## src/sv/tlf_pkg.sv

```systemverilog
// ----------------------------------------------------------------------------
// tlf_pkg
// Shared types, character codes and default sizes for the text line folder.
// ----------------------------------------------------------------------------
package tlf_pkg;

  localparam int DEF_LINE_WIDTH = 32;
  localparam int DEF_TAB_STOP   = 8;

  localparam logic [7:0] CH_TAB   = 8'd9;
  localparam logic [7:0] CH_NL    = 8'd10;
  localparam logic [7:0] CH_BLANK = 8'd32;

  typedef enum logic [2:0] {
    ST_IDLE,
    ST_TAB,
    ST_CUT,
    ST_EMIT,
    ST_SHIFT
  } state_t;

  // Commands from the controller to the datapath.
  typedef struct packed {
    logic store_char;
    logic store_blank;
    logic load_nl;
    logic load_full;
    logic load_cut;
    logic emit_char;
    logic emit_nl;
    logic shift_move;
  } cmd_t;

  // Status from the datapath to the controller.
  typedef struct packed {
    logic is_tab;
    logic is_nl;
    logic line_empty;
    logic line_last;
    logic tab_stop_next;
    logic emit_done;
    logic shift_done;
    logic do_shift;
    logic out_free;
  } status_t;

endpackage

```

## src/sv/tlf_ram.sv

```systemverilog
// ----------------------------------------------------------------------------
// tlf_ram
// Generic single-write, single-read RAM with a registered read port.
// ----------------------------------------------------------------------------
module tlf_ram #(
  parameter int WIDTH = 8,
  parameter int DEPTH = 32
) (
  input  logic                     clk,
  input  logic                     wr_en,
  input  logic [$clog2(DEPTH)-1:0] wr_addr,
  input  logic [WIDTH-1:0]         wr_data,
  input  logic [$clog2(DEPTH)-1:0] rd_addr,
  output logic [WIDTH-1:0]         rd_data
);

  logic [WIDTH-1:0] mem [DEPTH];

  always_ff @(posedge clk) begin
    if (wr_en) begin
      mem[wr_addr] <= wr_data;
    end
    rd_data <= mem[rd_addr];
  end

endmodule

```

## src/sv/tlf_datapath.sv

```systemverilog
// ----------------------------------------------------------------------------
// tlf_datapath
// Line store, fill count, tab phase, last-blank tracker, emit pointer and
// the output register.
// ----------------------------------------------------------------------------
module tlf_datapath import tlf_pkg::*; #(
  parameter int LINE_WIDTH = DEF_LINE_WIDTH,
  parameter int TAB_STOP   = DEF_TAB_STOP
) (
  input  logic       clk,
  input  logic       rst,
  input  cmd_t       cmd,
  output status_t    status,
  input  logic [7:0] in_char,
  output logic       out_valid,
  input  logic       out_stall,
  output logic [7:0] out_char,
  output logic       last_of_run
);

  localparam int CW = $clog2(LINE_WIDTH);
  localparam int LW = $clog2(LINE_WIDTH + 1);
  localparam int PW = $clog2(TAB_STOP + 1);

  logic [CW-1:0] count, count_next;
  logic [PW-1:0] phase, phase_next;
  logic [CW-1:0] blank_pos, blank_pos_next;
  logic          blank_found, blank_found_next;
  logic [LW-1:0] idx, idx_next;
  logic [LW-1:0] cut, cut_next;
  logic          do_shift, do_shift_next;

  logic          wr_en;
  logic [7:0]    wr_data;
  logic [7:0]    rd_data;
  logic          out_free;

  assign wr_en = cmd.store_char | cmd.store_blank | cmd.shift_move;

  always_comb begin
    if (cmd.store_char) begin
      wr_data = in_char;
    end else if (cmd.store_blank) begin
      wr_data = CH_BLANK;
    end else begin
      wr_data = rd_data;
    end
  end

  // The read address runs one step ahead, so rd_data always holds store[idx].
  tlf_ram #(
    .WIDTH (8),
    .DEPTH (LINE_WIDTH)
  ) u_store (
    .clk     (clk),
    .wr_en   (wr_en),
    .wr_addr (count),
    .wr_data (wr_data),
    .rd_addr (idx_next[CW-1:0]),
    .rd_data (rd_data)
  );

  always_comb begin
    count_next       = count;
    phase_next       = phase;
    blank_pos_next   = blank_pos;
    blank_found_next = blank_found;
    idx_next         = idx;
    cut_next         = cut;
    do_shift_next    = do_shift;

    if (wr_en) begin
      count_next = count + CW'(1);
      phase_next = (phase == PW'(TAB_STOP - 1)) ? '0 : phase + PW'(1);
      // A blank in column zero never serves as a break point.
      if (wr_data == CH_BLANK && count != '0) begin
        blank_pos_next   = count;
        blank_found_next = 1'b1;
      end
    end

    if (cmd.load_nl) begin
      cut_next      = LW'(count);
      idx_next      = '0;
      do_shift_next = 1'b0;
    end
    if (cmd.load_full) begin
      cut_next      = LW'(LINE_WIDTH);
      idx_next      = '0;
      do_shift_next = 1'b0;
    end
    if (cmd.load_cut) begin
      cut_next      = blank_found ? LW'(blank_pos) + LW'(1) : LW'(LINE_WIDTH);
      idx_next      = '0;
      // A blank in the last column cuts at full width and leaves nothing to move.
      do_shift_next = blank_found && (blank_pos != CW'(LINE_WIDTH - 1));
    end
    if (cmd.emit_char || cmd.shift_move) begin
      idx_next = idx + LW'(1);
    end
    if (cmd.emit_nl) begin
      count_next       = '0;
      phase_next       = '0;
      blank_found_next = 1'b0;
    end
  end

  always_ff @(posedge clk) begin
    if (rst) begin
      count       <= '0;
      phase       <= '0;
      blank_found <= 1'b0;
    end else begin
      count       <= count_next;
      phase       <= phase_next;
      blank_found <= blank_found_next;
    end
    blank_pos <= blank_pos_next;
    idx       <= idx_next;
    cut       <= cut_next;
    do_shift  <= do_shift_next;
  end

  // Output register; a new character loads only when the slot is free.
  assign out_free = !out_valid || !out_stall;

  always_ff @(posedge clk) begin
    if (rst) begin
      out_valid <= 1'b0;
    end else if (cmd.emit_char || cmd.emit_nl) begin
      out_valid <= 1'b1;
    end else if (!out_stall) begin
      out_valid <= 1'b0;
    end
  end

  always_ff @(posedge clk) begin
    if (cmd.emit_char) begin
      out_char    <= rd_data;
      last_of_run <= 1'b0;
    end else if (cmd.emit_nl) begin
      out_char    <= CH_NL;
      last_of_run <= 1'b1;
    end
  end

  always_comb begin
    status.is_tab        = (in_char == CH_TAB);
    status.is_nl         = (in_char == CH_NL);
    status.line_empty    = (count == '0);
    status.line_last     = (count == CW'(LINE_WIDTH - 1));
    status.tab_stop_next = (phase == PW'(TAB_STOP - 1));
    status.emit_done     = (idx == cut);
    status.shift_done    = (idx == LW'(LINE_WIDTH - 1));
    status.do_shift      = do_shift;
    status.out_free      = out_free;
  end

endmodule

```

## src/sv/tlf_ctrl.sv

```systemverilog
// ----------------------------------------------------------------------------
// tlf_ctrl
// Sequencer for the folder: accept, tab fill, cut, emit and shift.
// ----------------------------------------------------------------------------
module tlf_ctrl import tlf_pkg::*; (
  input  logic    clk,
  input  logic    rst,
  input  logic    in_valid,
  output logic    in_stall,
  input  status_t status,
  output cmd_t    cmd
);

  state_t state, state_next;

  always_ff @(posedge clk) begin
    if (rst) begin
      state <= ST_IDLE;
    end else begin
      state <= state_next;
    end
  end

  always_comb begin
    state_next = state;
    case (state)
      ST_IDLE: begin
        if (in_valid) begin
          if (status.is_tab) begin
            state_next = ST_TAB;
          end else if (status.is_nl) begin
            if (!status.line_empty) begin
              state_next = ST_EMIT;
            end
          end else if (status.line_last) begin
            state_next = ST_CUT;
          end
        end
      end
      ST_TAB: begin
        if (status.line_last) begin
          state_next = ST_EMIT;
        end else if (status.tab_stop_next) begin
          state_next = ST_IDLE;
        end
      end
      ST_CUT: begin
        state_next = ST_EMIT;
      end
      ST_EMIT: begin
        if (status.out_free && status.emit_done) begin
          state_next = status.do_shift ? ST_SHIFT : ST_IDLE;
        end
      end
      ST_SHIFT: begin
        if (status.shift_done) begin
          state_next = ST_IDLE;
        end
      end
      default: begin
        state_next = ST_IDLE;
      end
    endcase
  end

  always_comb begin
    cmd      = '0;
    in_stall = 1'b1;
    case (state)
      ST_IDLE: begin
        in_stall = 1'b0;
        if (in_valid && !status.is_tab) begin
          if (status.is_nl) begin
            cmd.load_nl = !status.line_empty;
          end else begin
            cmd.store_char = 1'b1;
          end
        end
      end
      ST_TAB: begin
        cmd.store_blank = 1'b1;
        cmd.load_full   = status.line_last;
      end
      ST_CUT: begin
        cmd.load_cut = 1'b1;
      end
      ST_EMIT: begin
        if (status.out_free) begin
          cmd.emit_char = !status.emit_done;
          cmd.emit_nl   = status.emit_done;
        end
      end
      ST_SHIFT: begin
        cmd.shift_move = 1'b1;
      end
      default: begin
        cmd = '0;
      end
    endcase
  end

endmodule

```

## src/sv/text_line_folder.sv

```systemverilog
// ----------------------------------------------------------------------------
// text_line_folder
// Folds a byte stream into lines of at most LINE_WIDTH characters.
// ----------------------------------------------------------------------------
// One character enters on the input channel (in_valid, in_stall, in_char)
// and is accepted when in_valid is high and in_stall is low. Each item
// yields zero or more output characters (out_valid, out_stall, out_char,
// last_of_run); last_of_run marks the final character caused by an item.
// An ordinary character that does not fill the line is stored at once, and
// the block is ready for the next one. A tab stores blanks up to the next
// tab stop or the end of the line. A newline or a full line streams the
// stored text at one character per cycle out of the line RAM while the
// receiver does not stall, then a newline; a line broken at a blank then
// moves its remaining text to the front of the RAM at one character per
// cycle. The output register lets the block take the next item while the
// last character still waits. When the receiver stalls, the output holds
// and emission pauses. Reset empties the line; the RAM contents are not
// cleared, and a partial line is never flushed.
// ----------------------------------------------------------------------------
module text_line_folder import tlf_pkg::*; #(
  parameter int LINE_WIDTH = DEF_LINE_WIDTH,
  parameter int TAB_STOP   = DEF_TAB_STOP
) (
  input  logic       clk,
  input  logic       rst,
  input  logic       in_valid,
  output logic       in_stall,
  input  logic [7:0] in_char,
  output logic       out_valid,
  input  logic       out_stall,
  output logic [7:0] out_char,
  output logic       last_of_run
);

  cmd_t    cmd;
  status_t status;

  tlf_ctrl u_ctrl (
    .clk      (clk),
    .rst      (rst),
    .in_valid (in_valid),
    .in_stall (in_stall),
    .status   (status),
    .cmd      (cmd)
  );

  tlf_datapath #(
    .LINE_WIDTH (LINE_WIDTH),
    .TAB_STOP   (TAB_STOP)
  ) u_datapath (
    .clk         (clk),
    .rst         (rst),
    .cmd         (cmd),
    .status      (status),
    .in_char     (in_char),
    .out_valid   (out_valid),
    .out_stall   (out_stall),
    .out_char    (out_char),
    .last_of_run (last_of_run)
  );

endmodule

```

## config.mk

```make
export PLATFORM = sky130hd
export DESIGN_NAME = text_line_folder
export DESIGN_NICKNAME = d
export VERILOG_FILES = /design/src/sv/tlf_pkg.sv /design/src/sv/tlf_ram.sv /design/src/sv/tlf_datapath.sv /design/src/sv/tlf_ctrl.sv /design/src/sv/text_line_folder.sv
export SDC_FILE = /design/constraint.sdc
export NUM_CORES = 1
export LEC_CHECK = 0
export BUFFER_PORTS_ARGS = -buffer_cell sky130_fd_sc_hd__buf_2
export CAP_MARGIN = 20
export CORE_MARGIN = 1
export CORE_UTILIZATION = 45
export DETAILED_ROUTE_END_ITERATION = 10
export PLACE_DENSITY = 0.67
export SLEW_MARGIN = 40
export SYNTH_ARGS = -nofsm -noshare
export SYNTH_HDL_FRONTEND = slang
export SYNTH_SLANG_ARGS = --single-unit
```

## constraint.sdc

```tcl
create_clock -name clk -period 4 [get_ports clk]
set_input_delay 0.2 -clock clk [delete_from_list [all_inputs] [get_ports clk]]
set_output_delay 0.2 -clock clk [all_outputs]
set_load 0.01 [all_outputs]
```

==> run summary, run 1 <==
Vias in the first global route - 8,192
Pwr dens - 440 nW/µm²
Fraction of layout cells with a size suffix above 1 - 12.0%
WL per Instance - 23.2 µm
Cell taking the most area after synthesis - edfxtp_1
P&R area growth vs syn - 11.7%
HP Start - out_stall
Relative slew slack - 44.6%
Final wirelength - 33,600 µm
Syn Std Cell Area - 13,400 µm²
Synth Warn # - 0
Die Y - 175 µm
Fmax achieved - 0.273 GHz
Ys async rst share - 0%
Synth top area cells - edfxtp_1, dfxtp_1, mux2i_1, o211ai_1, nand2_1
Total of max-cap violations - 0
Req. time, crit path - 4.48 ns
Clock period minus worst slack - 3.66 ns
Switching share of power - 20.5%
CP endpoint kind - flop
Slew Viols, Final - 0
Most common cell after layout, fill and taps aside - edfxtp_1
Commonest cells after routing, fill and taps aside - edfxtp_1, nand2_1, o211ai_1
Crit path launch type - flop
Pin count of the biggest net entering global routing - 71
IO Pins - 23
Max Clock Skew - 0.0132 ns
Total gr overflow - 0
Arrival @ worst endpoint - 4.13 ns
Slew @ Worst Pin - 0.828 ns
CP max FO - 20
Cells after Synth - 1,021
Cell-internal power - 5.25 mW
Cells after DPL - 1,388
Global-route wire length before repair - 50,600 µm
Antenna diodes - 0
Gr usage total - 21.8%
Status - complete, no violations
CTS H-tree lvls - 1
Detail Route Antenna Nets - 0
Hold slack - 0.0367 ns
Clk pwr share - 42.7%
# rows - 62
Via density - 6.08
Syn avg cell area - 13.1 µm²
Cell variety after synth - 66
Post-CTS resize count - 0
Worst-Skew Late Latency - 0.55 ns
CTS tree - built
CTS clk-pin slew, worst paths - 0.06 ns
First-pass DRT Iterations - 5
Top FF cell, synth - edfxtp_1
Via count - 8,795
Total power - 6.60 mW
Initial Util - 46.3%
Final hold vios - 0
P_sw - 1.35 mW
# DRC - 0
Static Leak - 5.33 nW
Crit path kind - flop to flop
Flop pwr share - 54.0%
Cts bufs inserted - 31
HP Class - primary input to flop
Reg-to-reg startpoint - u_datapath.count[3]
Core Area - 29,000 µm²
Die Width - 175 µm
Worst setup startpoint - u_datapath.count[3]
CTS sink cnt - 305
Peak VDD IR - 319 µV
Synth top area share - 62.0%
Seq/Total Area, Yosys - 66.2%
Hold Buf Count CTS - 1
HPWL after detailed placement - 21,400 µm
DRT iter0 DRCs - 1,052
# fillers - 2,462
Final setup TNS - 0 ns
Syn Nets - 1,042
RSZ-0062 raised after global routing - no
Die ar. - 30,500 µm²
Postcts setup bufs - 0
CTS root buf - clkbuf_16
Routability Congestion - 0.938
Combinational power share - 3.3%
Crit share post-route - 91.4%
Final setup fails - 0
EDFF count, synth - 277
Post-synthesis register bit count - 305
Final #Nets - 1,059
Initial antenna violation count - 0
Non-filler cells, final - 1,446
Clk buf depth - 3
I/O Buffers - 22
-- synthesized netlist by cell type (5+ instances only) --
cell,instances
clkbuf_1,33
and2_1,8
buf_4,6
nand3b_1,5
or3_1,5
o21ai_0,9
a211o_1,15
nand3_1,22
ha_1,9
nor2b_1,14
dfxtp_1,28
mux2i_1,54
a32oi_1,17
nand4_1,9
xor2_1,5
nor2_1,61
edfxtp_1,277
nand2_1,101
o211a_1,14
buf_2,27
xnor2_1,11
a221oi_1,28
nor3_2,7
inv_1,33
o211ai_1,71
a311oi_1,14
a21oi_1,36
nor3_1,31
and3_1,12
nand2b_1,5
-- final cells by class --
cell class	count	area (µm²)	share of cell area, %
tap	384	480	3.21
multi-input combinational	607	4090	27.3
clock inverter	13	144	0.960
sequential	305	8880	59.2
inverter	37	140	0.935
timing repair buffer	56	409	2.73
clock buffer	44	845	5.63
-- critical path, cell delays in order (launching register included) --
cell and delay [ns]:
dfxtp_1 0.58, and3_1 0.24, ha_1 0.25, nand3b_1 0.12
a21o_1 0.32, nand3_1 0.13, mux2_2 0.44, clkinv_1 0.40
buf_4 0.34, a311oi_1 0.30, a32oi_1 0.10, and3_1 0.24
nor3_2 0.09
-- flip-flops by register name, summed over array words and instances (netlist names), 4 cells and up --
| name | count |
|---|---|
| u_datapath.idx | 6 |
| u_datapath.count | 5 |
| u_datapath.u_store.rd_data | 8 |
| u_datapath.cut | 6 |
| u_datapath.u_store.mem | 256 |
| u_datapath.blank_pos | 5 |
| u_datapath.phase | 4 |
| u_datapath.out_char | 8 |
-- cells by family (layout without fill, tap and decap cells) --
family / Yosys count / after routing / synth area share [%]
DFF: 305 / 305 / 66.2
and+or+nand+nor: 301 / 301 / 11.3
AOI/OAI and AO/OA: 224 / 224 / 12.7
buffers and inverters: 109 / 150 / 3.59
muxes: 57 / 57 / 4.36
xor gates and xnor gates: 16 / 16 / 1.04
adders and majority gates: 9 / 9 / 0.839
-- per-stage QoR --
stage	cell area [µm²]	worst slack, ns	utilization, %
3_3_place_gp	14000	0.525	48.2
2_1_floorplan	13400	0.732	-
6_report	15000	0.343	51.7
4_1_cts	15000	0.389	51.6
5_1_grt	15000	0.0500	51.7
3_5_place_dp	14000	0.429	48.2
-- final timing paths --
kind,slack [ns],to,cells past startpoint
setup / recovery,0.34,u_datapath.u_store.rd_data[2],12
hold / removal,0.04,u_datapath.out_valid,3
setup reg to reg,0.34,u_datapath.u_store.rd_data[2],12
hold reg to reg,0.45,u_datapath.last_of_run,2
-- power groups by stage --
stage / clock (mW) / sequential [mW] / combinational [mW]
floorplan: 0 / 3.62 / 0.111
global placement: 0 / 3.63 / 0.210
detailed placement: 0 / 3.63 / 0.216
CTS: 2.85 / 3.56 / 0.217
global route: 2.96 / 3.56 / 0.236
finish: 2.82 / 3.56 / 0.218
-- routing by layer --
| metal | wire (µm) | GRT usage (%) | up-vias |
|---|---|---|---|
| met2 | 15600 | 34.7 | 393 |
| met4 | 772 | 5.40 | 0 |
| li1 | - | - | 3977 |
| met5 | 0 | 0 | - |
| met3 | 2610 | 2.87 | 67 |
| met1 | 14600 | 31.8 | 4358 |
(Power assumes the default switching activity.)
==> run 2: changes to the inputs <==
SYNTH_HIERARCHICAL = 1   (was default)
==> run summary, run 2 <==
Synth top area share - 68.1% (+6.1 points)
Initial Util - 46.4% (+0.12 points)
Cell-internal power - 5.90 mW (+13%)
Syn Nets - 656 (-37%)
Clk buf depth - 3 (unchanged)
Global-route wire length before repair - 40,900 µm (-19%)
Via count - 6,335 (-28%)
Arrival @ worst endpoint - 4.30 ns (+0.17 ns)
I/O Buffers - 22 (unchanged)
CP max FO - 13 (-35%)
Seq/Total Area, Yosys - 72.7% (+6.5 points)
Relative slew slack - 44.7% (+0.13 points)
Util after Layout - 54.1% (+2.4 points)
Clk pwr share - 39.8% (-2.9 points)
Slew @ Worst Pin - 0.826 ns (-0.00194 ns)
WL per Instance - 24.7 µm (+6.4%)
CP max-delay cell - mux4_2
Cells after DPL - 1,014 (-27%)
Critical path's largest stage delay - 0.53 ns (-0.05 ns)
Top-count cell post-synth - edfxtp_1
Syn avg cell area - 19.2 µm² (+46%)
Worst path cell trace - ha_1, and3_1, ha_1, nand2b_1, nor2_1, or3_1, nor3_2, nand2_1, o21ai_4, buf_12, buf_12, mux4_2, mux4_2, mux2_2
CTS tree - built
Synth Warn # - 6 (+6)
Fmax achieved - 0.258 GHz (-5.6%)
HP Class - primary input to flop
Top Registers - u_datapath/u_store/mem x256, u_datapath/out_char x8, u_datapath/u_store/rd_data x8
Die Width - 167 µm (-4.5%)
# fillers - 1,995 (-19%)
Cells after Synth - 637 (-38%)
Largest family of logic cells by synthesized area - multiplexers
RSZ-0062 raised after global routing - no
Pwr dens - 533 nW/µm² (+21%)
Die Y - 167 µm (-4.5%)
DP Area - 13,100 µm² (-6.2%)
CTS root buf - clkbuf_16
Synth top area cells - edfxtp_1, mux4_2, dfxtp_1, nor2_1, mux2_2
Flop pwr share - 48.7% (-5.3 points)
Vias in the first global route - 6,479 (-21%)
EDFF count, synth - 277 (unchanged)
Final wirelength - 26,600 µm (-21%)
Simple-gate share of the synthesized area - 6.16% (-5.1 points)
Fraction of layout cells with a size suffix above 1 - 32.6% (+21 points)
Final setup fails - 0 (unchanged)
Final #Nets - 734 (-31%)
CTS clk-pin slew, worst paths - 0.06 ns (about the same)
First-pass DRT Iterations - 5 (unchanged)
Post-route cell area - 14,300 µm² (-4.9%)
Switching share of power - 22.4% (+1.9 points)
IO Pins - 23 (unchanged)
DRT iter0 DRCs - 722 (-31%)
Crit path launch type - flop
CTS H-tree lvls - 1 (unchanged)
Req. time, crit path - 4.43 ns (-0.05 ns)
CP endpoint kind - flop
Die ar. - 27,800 µm² (-8.8%)
Crit path kind - flop to flop
Post-synthesis register bit count - 305 (unchanged)
Top reg by flops - u_datapath/u_store/mem
Syn Std Cell Area - 12,200 µm² (-8.9%)
Non-filler cells, final - 1,076 (-26%)
Detail Route Antenna Nets - 0 (unchanged)
Static Leak - 4.64 nW (-13%)
Via density - 5.89 (-3.2%)
Area of the multi-input gates - 3240 µm² (-21%)
Cell taking the most area after synthesis - edfxtp_1
Status - complete, no violations
Compound-Gate Fraction of Synth Area - 2.50% (-10 points)
Post-Synth Adder-Cell Area - 0.717% (-0.12 points)
Total of max-cap violations - 0 (unchanged)
Most common cell after layout, fill and taps aside - edfxtp_1
Final setup TNS - 0 ns (unchanged)
Pin count of the biggest net entering global routing - 33 (-54%)
Ys async rst share - 0% (unchanged)
Max reg flops - 256 (unchanged)
# DRC - 0 (unchanged)
Commonest cells after routing, fill and taps aside - edfxtp_1, mux4_2, nor2_1
CTS sink cnt - 305 (unchanged)
Crit share post-route - 96.8% (+5.4 points)
Slew Viols, Final - 0 (unchanged)
Post-synth top cells - edfxtp_1, mux4_2, nor2_1
Gr usage total - 19.8% (-2.1 points)
Core Area - 26,400 µm² (-9.2%)
Combinational power share - 11.5% (+8.2 points)
Clock period minus worst slack - 3.87 ns (+0.217 ns)
Top FF cell, synth - edfxtp_1
Mux contribution to synthesized area - 15.6% (+11 points)
Initial antenna violation count - 2 (+2)
# rows - 59 (-4.8%)
Cts bufs inserted - 31 (unchanged)
Sequential cell area - 8880 µm² (unchanged)
Worst-Skew Late Latency - 0.54 ns (about the same)
HPWL after detailed placement - 17,300 µm (-19%)
Max Clock Skew - 0.00763 ns (-0.00561 ns)
P&R area growth vs syn - 16.7%
Cell variety after synth - 51 (-23%)
Final hold vios - 0 (unchanged)
Peak VDD IR - 334 µV (+4.7%)
Xor and xnor area share after synthesis - 0.860% (-0.18 points)
Routability Congestion - 0.848 (-9.6%)
Total gr overflow - 0 (unchanged)
Hold slack - 0.0306 ns (-0.00606 ns)
P_sw - 1.70 mW (+26%)
[run 2: cells by family (layout without fill, tap and decap cells)]
family | after synthesis | count (layout)
DFF | 305 | 305
and+or+nand+nor | 144 | 144
muxes | 89 | 89
AOI/OAI and AO/OA | 43 | 43
buffers and inverters | 37 | 139
xor gates and xnor gates | 12 | 12
adders and majority gates | 7 | 7
other | 0 | 2
[run 2: final timing paths]
check | slack, ns | startpoint | depth (start not counted) | endpoint
setup / recovery | 0.13 | u_datapath/count[0] | 14 | u_datapath/u_store/rd_data[1]
hold / removal | 0.03 | out_stall | 3 | u_datapath/out_valid
setup reg to reg | 0.13 | u_datapath/count[0] | 14 | u_datapath/u_store/rd_data[1]
hold reg to reg | 0.47 | u_datapath/phase[3] | 2 | u_datapath/phase[3]
[run 2: what timing repair did]
action | 4_1_cts | 5_1_grt
hold endpoints to repair | 3 | 0
setup endpoints to repair | 0 | 8
hold buffers | 1 | 0
buffers inserted | 0 | 2
gates resized for setup | 0 | 3
[run 2: routing by layer]
layer	up-vias	part of all wire, %	track usage, %
met4	0	1.3	4.71
met5	-	0	0
met1	3305	42	27.8
met2	262	49	32.3
met3	33	7.4	3.42
li1	2735	-	-
[run 2: power by group through the flow]
| stage | Sequential (mW) | Combinational (mW) | Clock [mW] |
|---|---|---|---|
| 6_report | 3.71 | 0.873 | 3.02 |
| 4_1_cts | 3.70 | 0.865 | 3.07 |
| 3_3_place_gp | 3.77 | 0.837 | 0 |
| 5_1_grt | 3.71 | 0.930 | 3.20 |
| 3_5_place_dp | 3.77 | 0.861 | 0 |
| 2_1_floorplan | 3.75 | 0.558 | 0 |
[run 2: area by class of cell]
type | count | area share [%]
antenna | 2 | 0.0351
clock buffer | 35 | 5.69
clock inverter | 22 | 1.90
inverter | 9 | 0.237
multi-input combinational | 295 | 22.7
sequential | 305 | 62.3
tap | 335 | 2.94
timing repair buffer | 73 | 4.20
[run 2: through the flow]
step	power [mW]	setup slack (ns)
after floorplan	4.31	0.134
after global placement	4.61	0.0783
after detailed placement	4.63	0.0526
after CTS	7.64	0.0163
after global routing	7.84	0.00611
final	7.61	0.126
[run 2: critical path: cells and delay by family (launching register included)]
kind,cells,cell delay [ns]
mux,3,1.34
simple gates,6,1.06
fa+ha+maj,2,0.47
buf+inv,2,0.36
flops,1,0.35
compound gates,1,0.16
==> run 3: changes to the inputs <==
PLACE_DENSITY = 0.56   (was 0.67)
==> run summary, run 3 (synthesis results as in run 2) <==
PnR worst setup slack - 0.156 ns (+0.0301 ns)
Non-filler cells, final - 1,087 (+1.0%)
P&R area growth vs syn - 17.9%
Initial antenna violation count - 0 (-2)
First-pass DRT Iterations - 5 (unchanged)
IO Pins - 23 (unchanged)
Max Clock Skew - 0.0114 ns (+0.00380 ns)
Critical path's largest stage delay - 0.56 ns (+0.03 ns)
Commonest cells after routing, fill and taps aside - edfxtp_1, mux4_2, buf_4
Util after Layout - 54.7% (+0.58 points)
Gr usage total - 20.2% (+0.47 points)
Area of the multi-input gates - 3240 µm² (-0.15%)
Clk buf depth - 3 (unchanged)
Worst Hold Depth - 3 (unchanged)
Clk pwr share - 41.6% (+1.8 points)
Initial Util - 46.4% (unchanged)
CP max-delay cell - mux4_2
Routability Congestion - 0.849 (about the same)
Switching share of power - 22.1% (-0.21 points)
Global-route wire length before repair - 41,200 µm (+0.71%)
Final #Nets - 745 (+1.5%)
Pwr dens - 545 nW/µm² (+2.1%)
Final setup TNS - 0 ns (unchanged)
Die ar. - 27,800 µm² (unchanged)
Final wirelength - 27,000 µm (+1.7%)
Total gr overflow - 0 (unchanged)
Pre-CTS WS - 0.0100 ns (-0.0426 ns)
Most common cell after layout, fill and taps aside - edfxtp_1
Cells after DPL - 1,020 (+0.59%)
Req. time, crit path - 4.39 ns (-0.04 ns)
Peak VDD IR - 244 µV (-27%)
HP Class - primary input to flop
Combinational power share - 11.1% (-0.4 points)
Die Width - 167 µm (unchanged)
P_sw - 1.74 mW (+2.3%)
Worst path cell trace - ha_1, and3_1, ha_1, nand2b_1, nor2_1, or3_1, nor3_2, buf_4, o21ai_1, o21ai_4, buf_4, mux4_2, mux4_2, mux2_2
Detail Route Antenna Nets - 0 (unchanged)
Slew @ Worst Pin - 0.839 ns (+0.0129 ns)
DRT iter0 DRCs - 569 (-21%)
Final hold vios - 0 (unchanged)
Top reg by flops - u_datapath/u_store/mem
Arrival @ worst endpoint - 4.24 ns (-0.06 ns)
Crit path kind - flop to flop
Slew Viols, Final - 0 (unchanged)
I/O Buffers - 22 (unchanged)
RSZ-0062 raised after global routing - no
Fmax achieved - 0.260 GHz (+0.78%)
# DRC - 0 (unchanged)
# fillers - 2,022 (+1.4%)
Crit share post-route - 96.1% (-0.75 points)
CTS tree - built
Via density - 5.80 (-1.5%)
CP max FO - 9 (-4)
Sequential cell area - 8880 µm² (unchanged)
CTS root buf - clkbuf_16
CTS clk-pin slew, worst paths - 0.06 ns (about the same)
CTS H-tree lvls - 2 (+1)
Final setup fails - 0 (unchanged)
Pin count of the biggest net entering global routing - 33 (unchanged)
Crit path launch type - flop
Top Registers - u_datapath/u_store/mem x256, u_datapath/out_char x8, u_datapath/u_store/rd_data x8
Total of max-cap violations - 0 (unchanged)
Worst-Skew Late Latency - 0.50 ns (-0.04 ns)
Static Leak - 4.73 nW (+2.0%)
Via count - 6,302 (-0.52%)
Cell depth of the worst flop-to-flop path - 14 (unchanged)
WL per Instance - 24.9 µm (+0.72%)
CP endpoint kind - flop
# rows - 59 (unchanged)
Relative slew slack - 43.9% (-0.86 points)
Total power - 7.85 mW (+3.3%)
Status - complete, no violations
CTS sink cnt - 305 (unchanged)
Max reg flops - 256 (unchanged)
Clock period minus worst slack - 3.84 ns (-0.0301 ns)
Cell-internal power - 6.11 mW (+3.5%)
HPWL after detailed placement - 17,800 µm (+3.0%)
Fraction of layout cells with a size suffix above 1 - 33.4% (+0.77 points)
Antenna diodes - 0 (-2)
Cts bufs inserted - 34 (+9.7%)
Core Area - 26,400 µm² (unchanged)
Vias in the first global route - 6,595 (+1.8%)
Die Y - 167 µm (unchanged)
Flop pwr share - 47.3% (-1.4 points)
[run 3: layer usage]
metal | up-vias | share of wire, % | GRT usage (%)
met4 | 0 | 2.7 | 7.09
met1 | 3293 | 43 | 27.2
li1 | 2765 | - | -
met5 | - | 0 | 0
met3 | 51 | 5.1 | 3.23
met2 | 193 | 49 | 33.6
[run 3: layout make-up]
cell class / count / area share (%)
clock inverter: 14 / 1.34
tap: 335 / 2.91
inverter: 9 / 0.234
clock buffer: 48 / 7.06
multi-input combinational: 295 / 22.5
timing repair buffer: 81 / 4.40
sequential: 305 / 61.6
[run 3: worst paths after layout]
kind / endpoint / slack [ns] / start
worst max register to register: u_datapath/u_store/rd_data[4] / 0.16 / u_datapath/count[0]
worst min register to register: u_datapath/phase[3] / 0.47 / u_datapath/phase[3]
worst max-delay path: u_datapath/u_store/rd_data[4] / 0.16 / u_datapath/count[0]
worst min-delay path: u_datapath/out_valid / 0.03 / out_stall
[run 3: power groups by stage]
| stage | Sequential, mW | Combinational (mW) | Clock, mW |
|---|---|---|---|
| final | 3.71 | 0.873 | 3.26 |
| after global routing | 3.72 | 0.941 | 3.46 |
| after CTS | 3.72 | 0.868 | 3.33 |
| after detailed placement | 3.78 | 0.863 | 0 |
| after global placement | 3.78 | 0.844 | 0 |
| after floorplan | 3.75 | 0.558 | 0 |
[run 3: timing repair]
| action | 4_1_cts | 5_1_grt |
|---|---|---|
| resized for setup | 1 | 2 |
| hold buffers | 1 | 0 |
| setup endpoints to repair | 3 | 8 |
| gates cloned | 0 | 0 |
| hold endpoints to repair | 2 | 0 |
| setup buffers | 0 | 4 |
[run 3: per-stage QoR]
stage	cell area, µm²	hold WS, ns
5_1_grt	14400	0.0356
6_report	14400	0.0314
4_1_cts	14300	0.0157
3_3_place_gp	13100	0.437
3_5_place_dp	13100	0.445
2_1_floorplan	12200	0.269
[run 3: worst max-delay path: cells and delay by family (launching register included)]
family	cells	cell delay (ns)
DFF	1	0.37
adders and majority gates	2	0.44
AOI/OAI and AO/OA	2	0.33
and+or+nand+nor	5	0.91
buffers and inverters	2	0.44
muxes	3	1.22
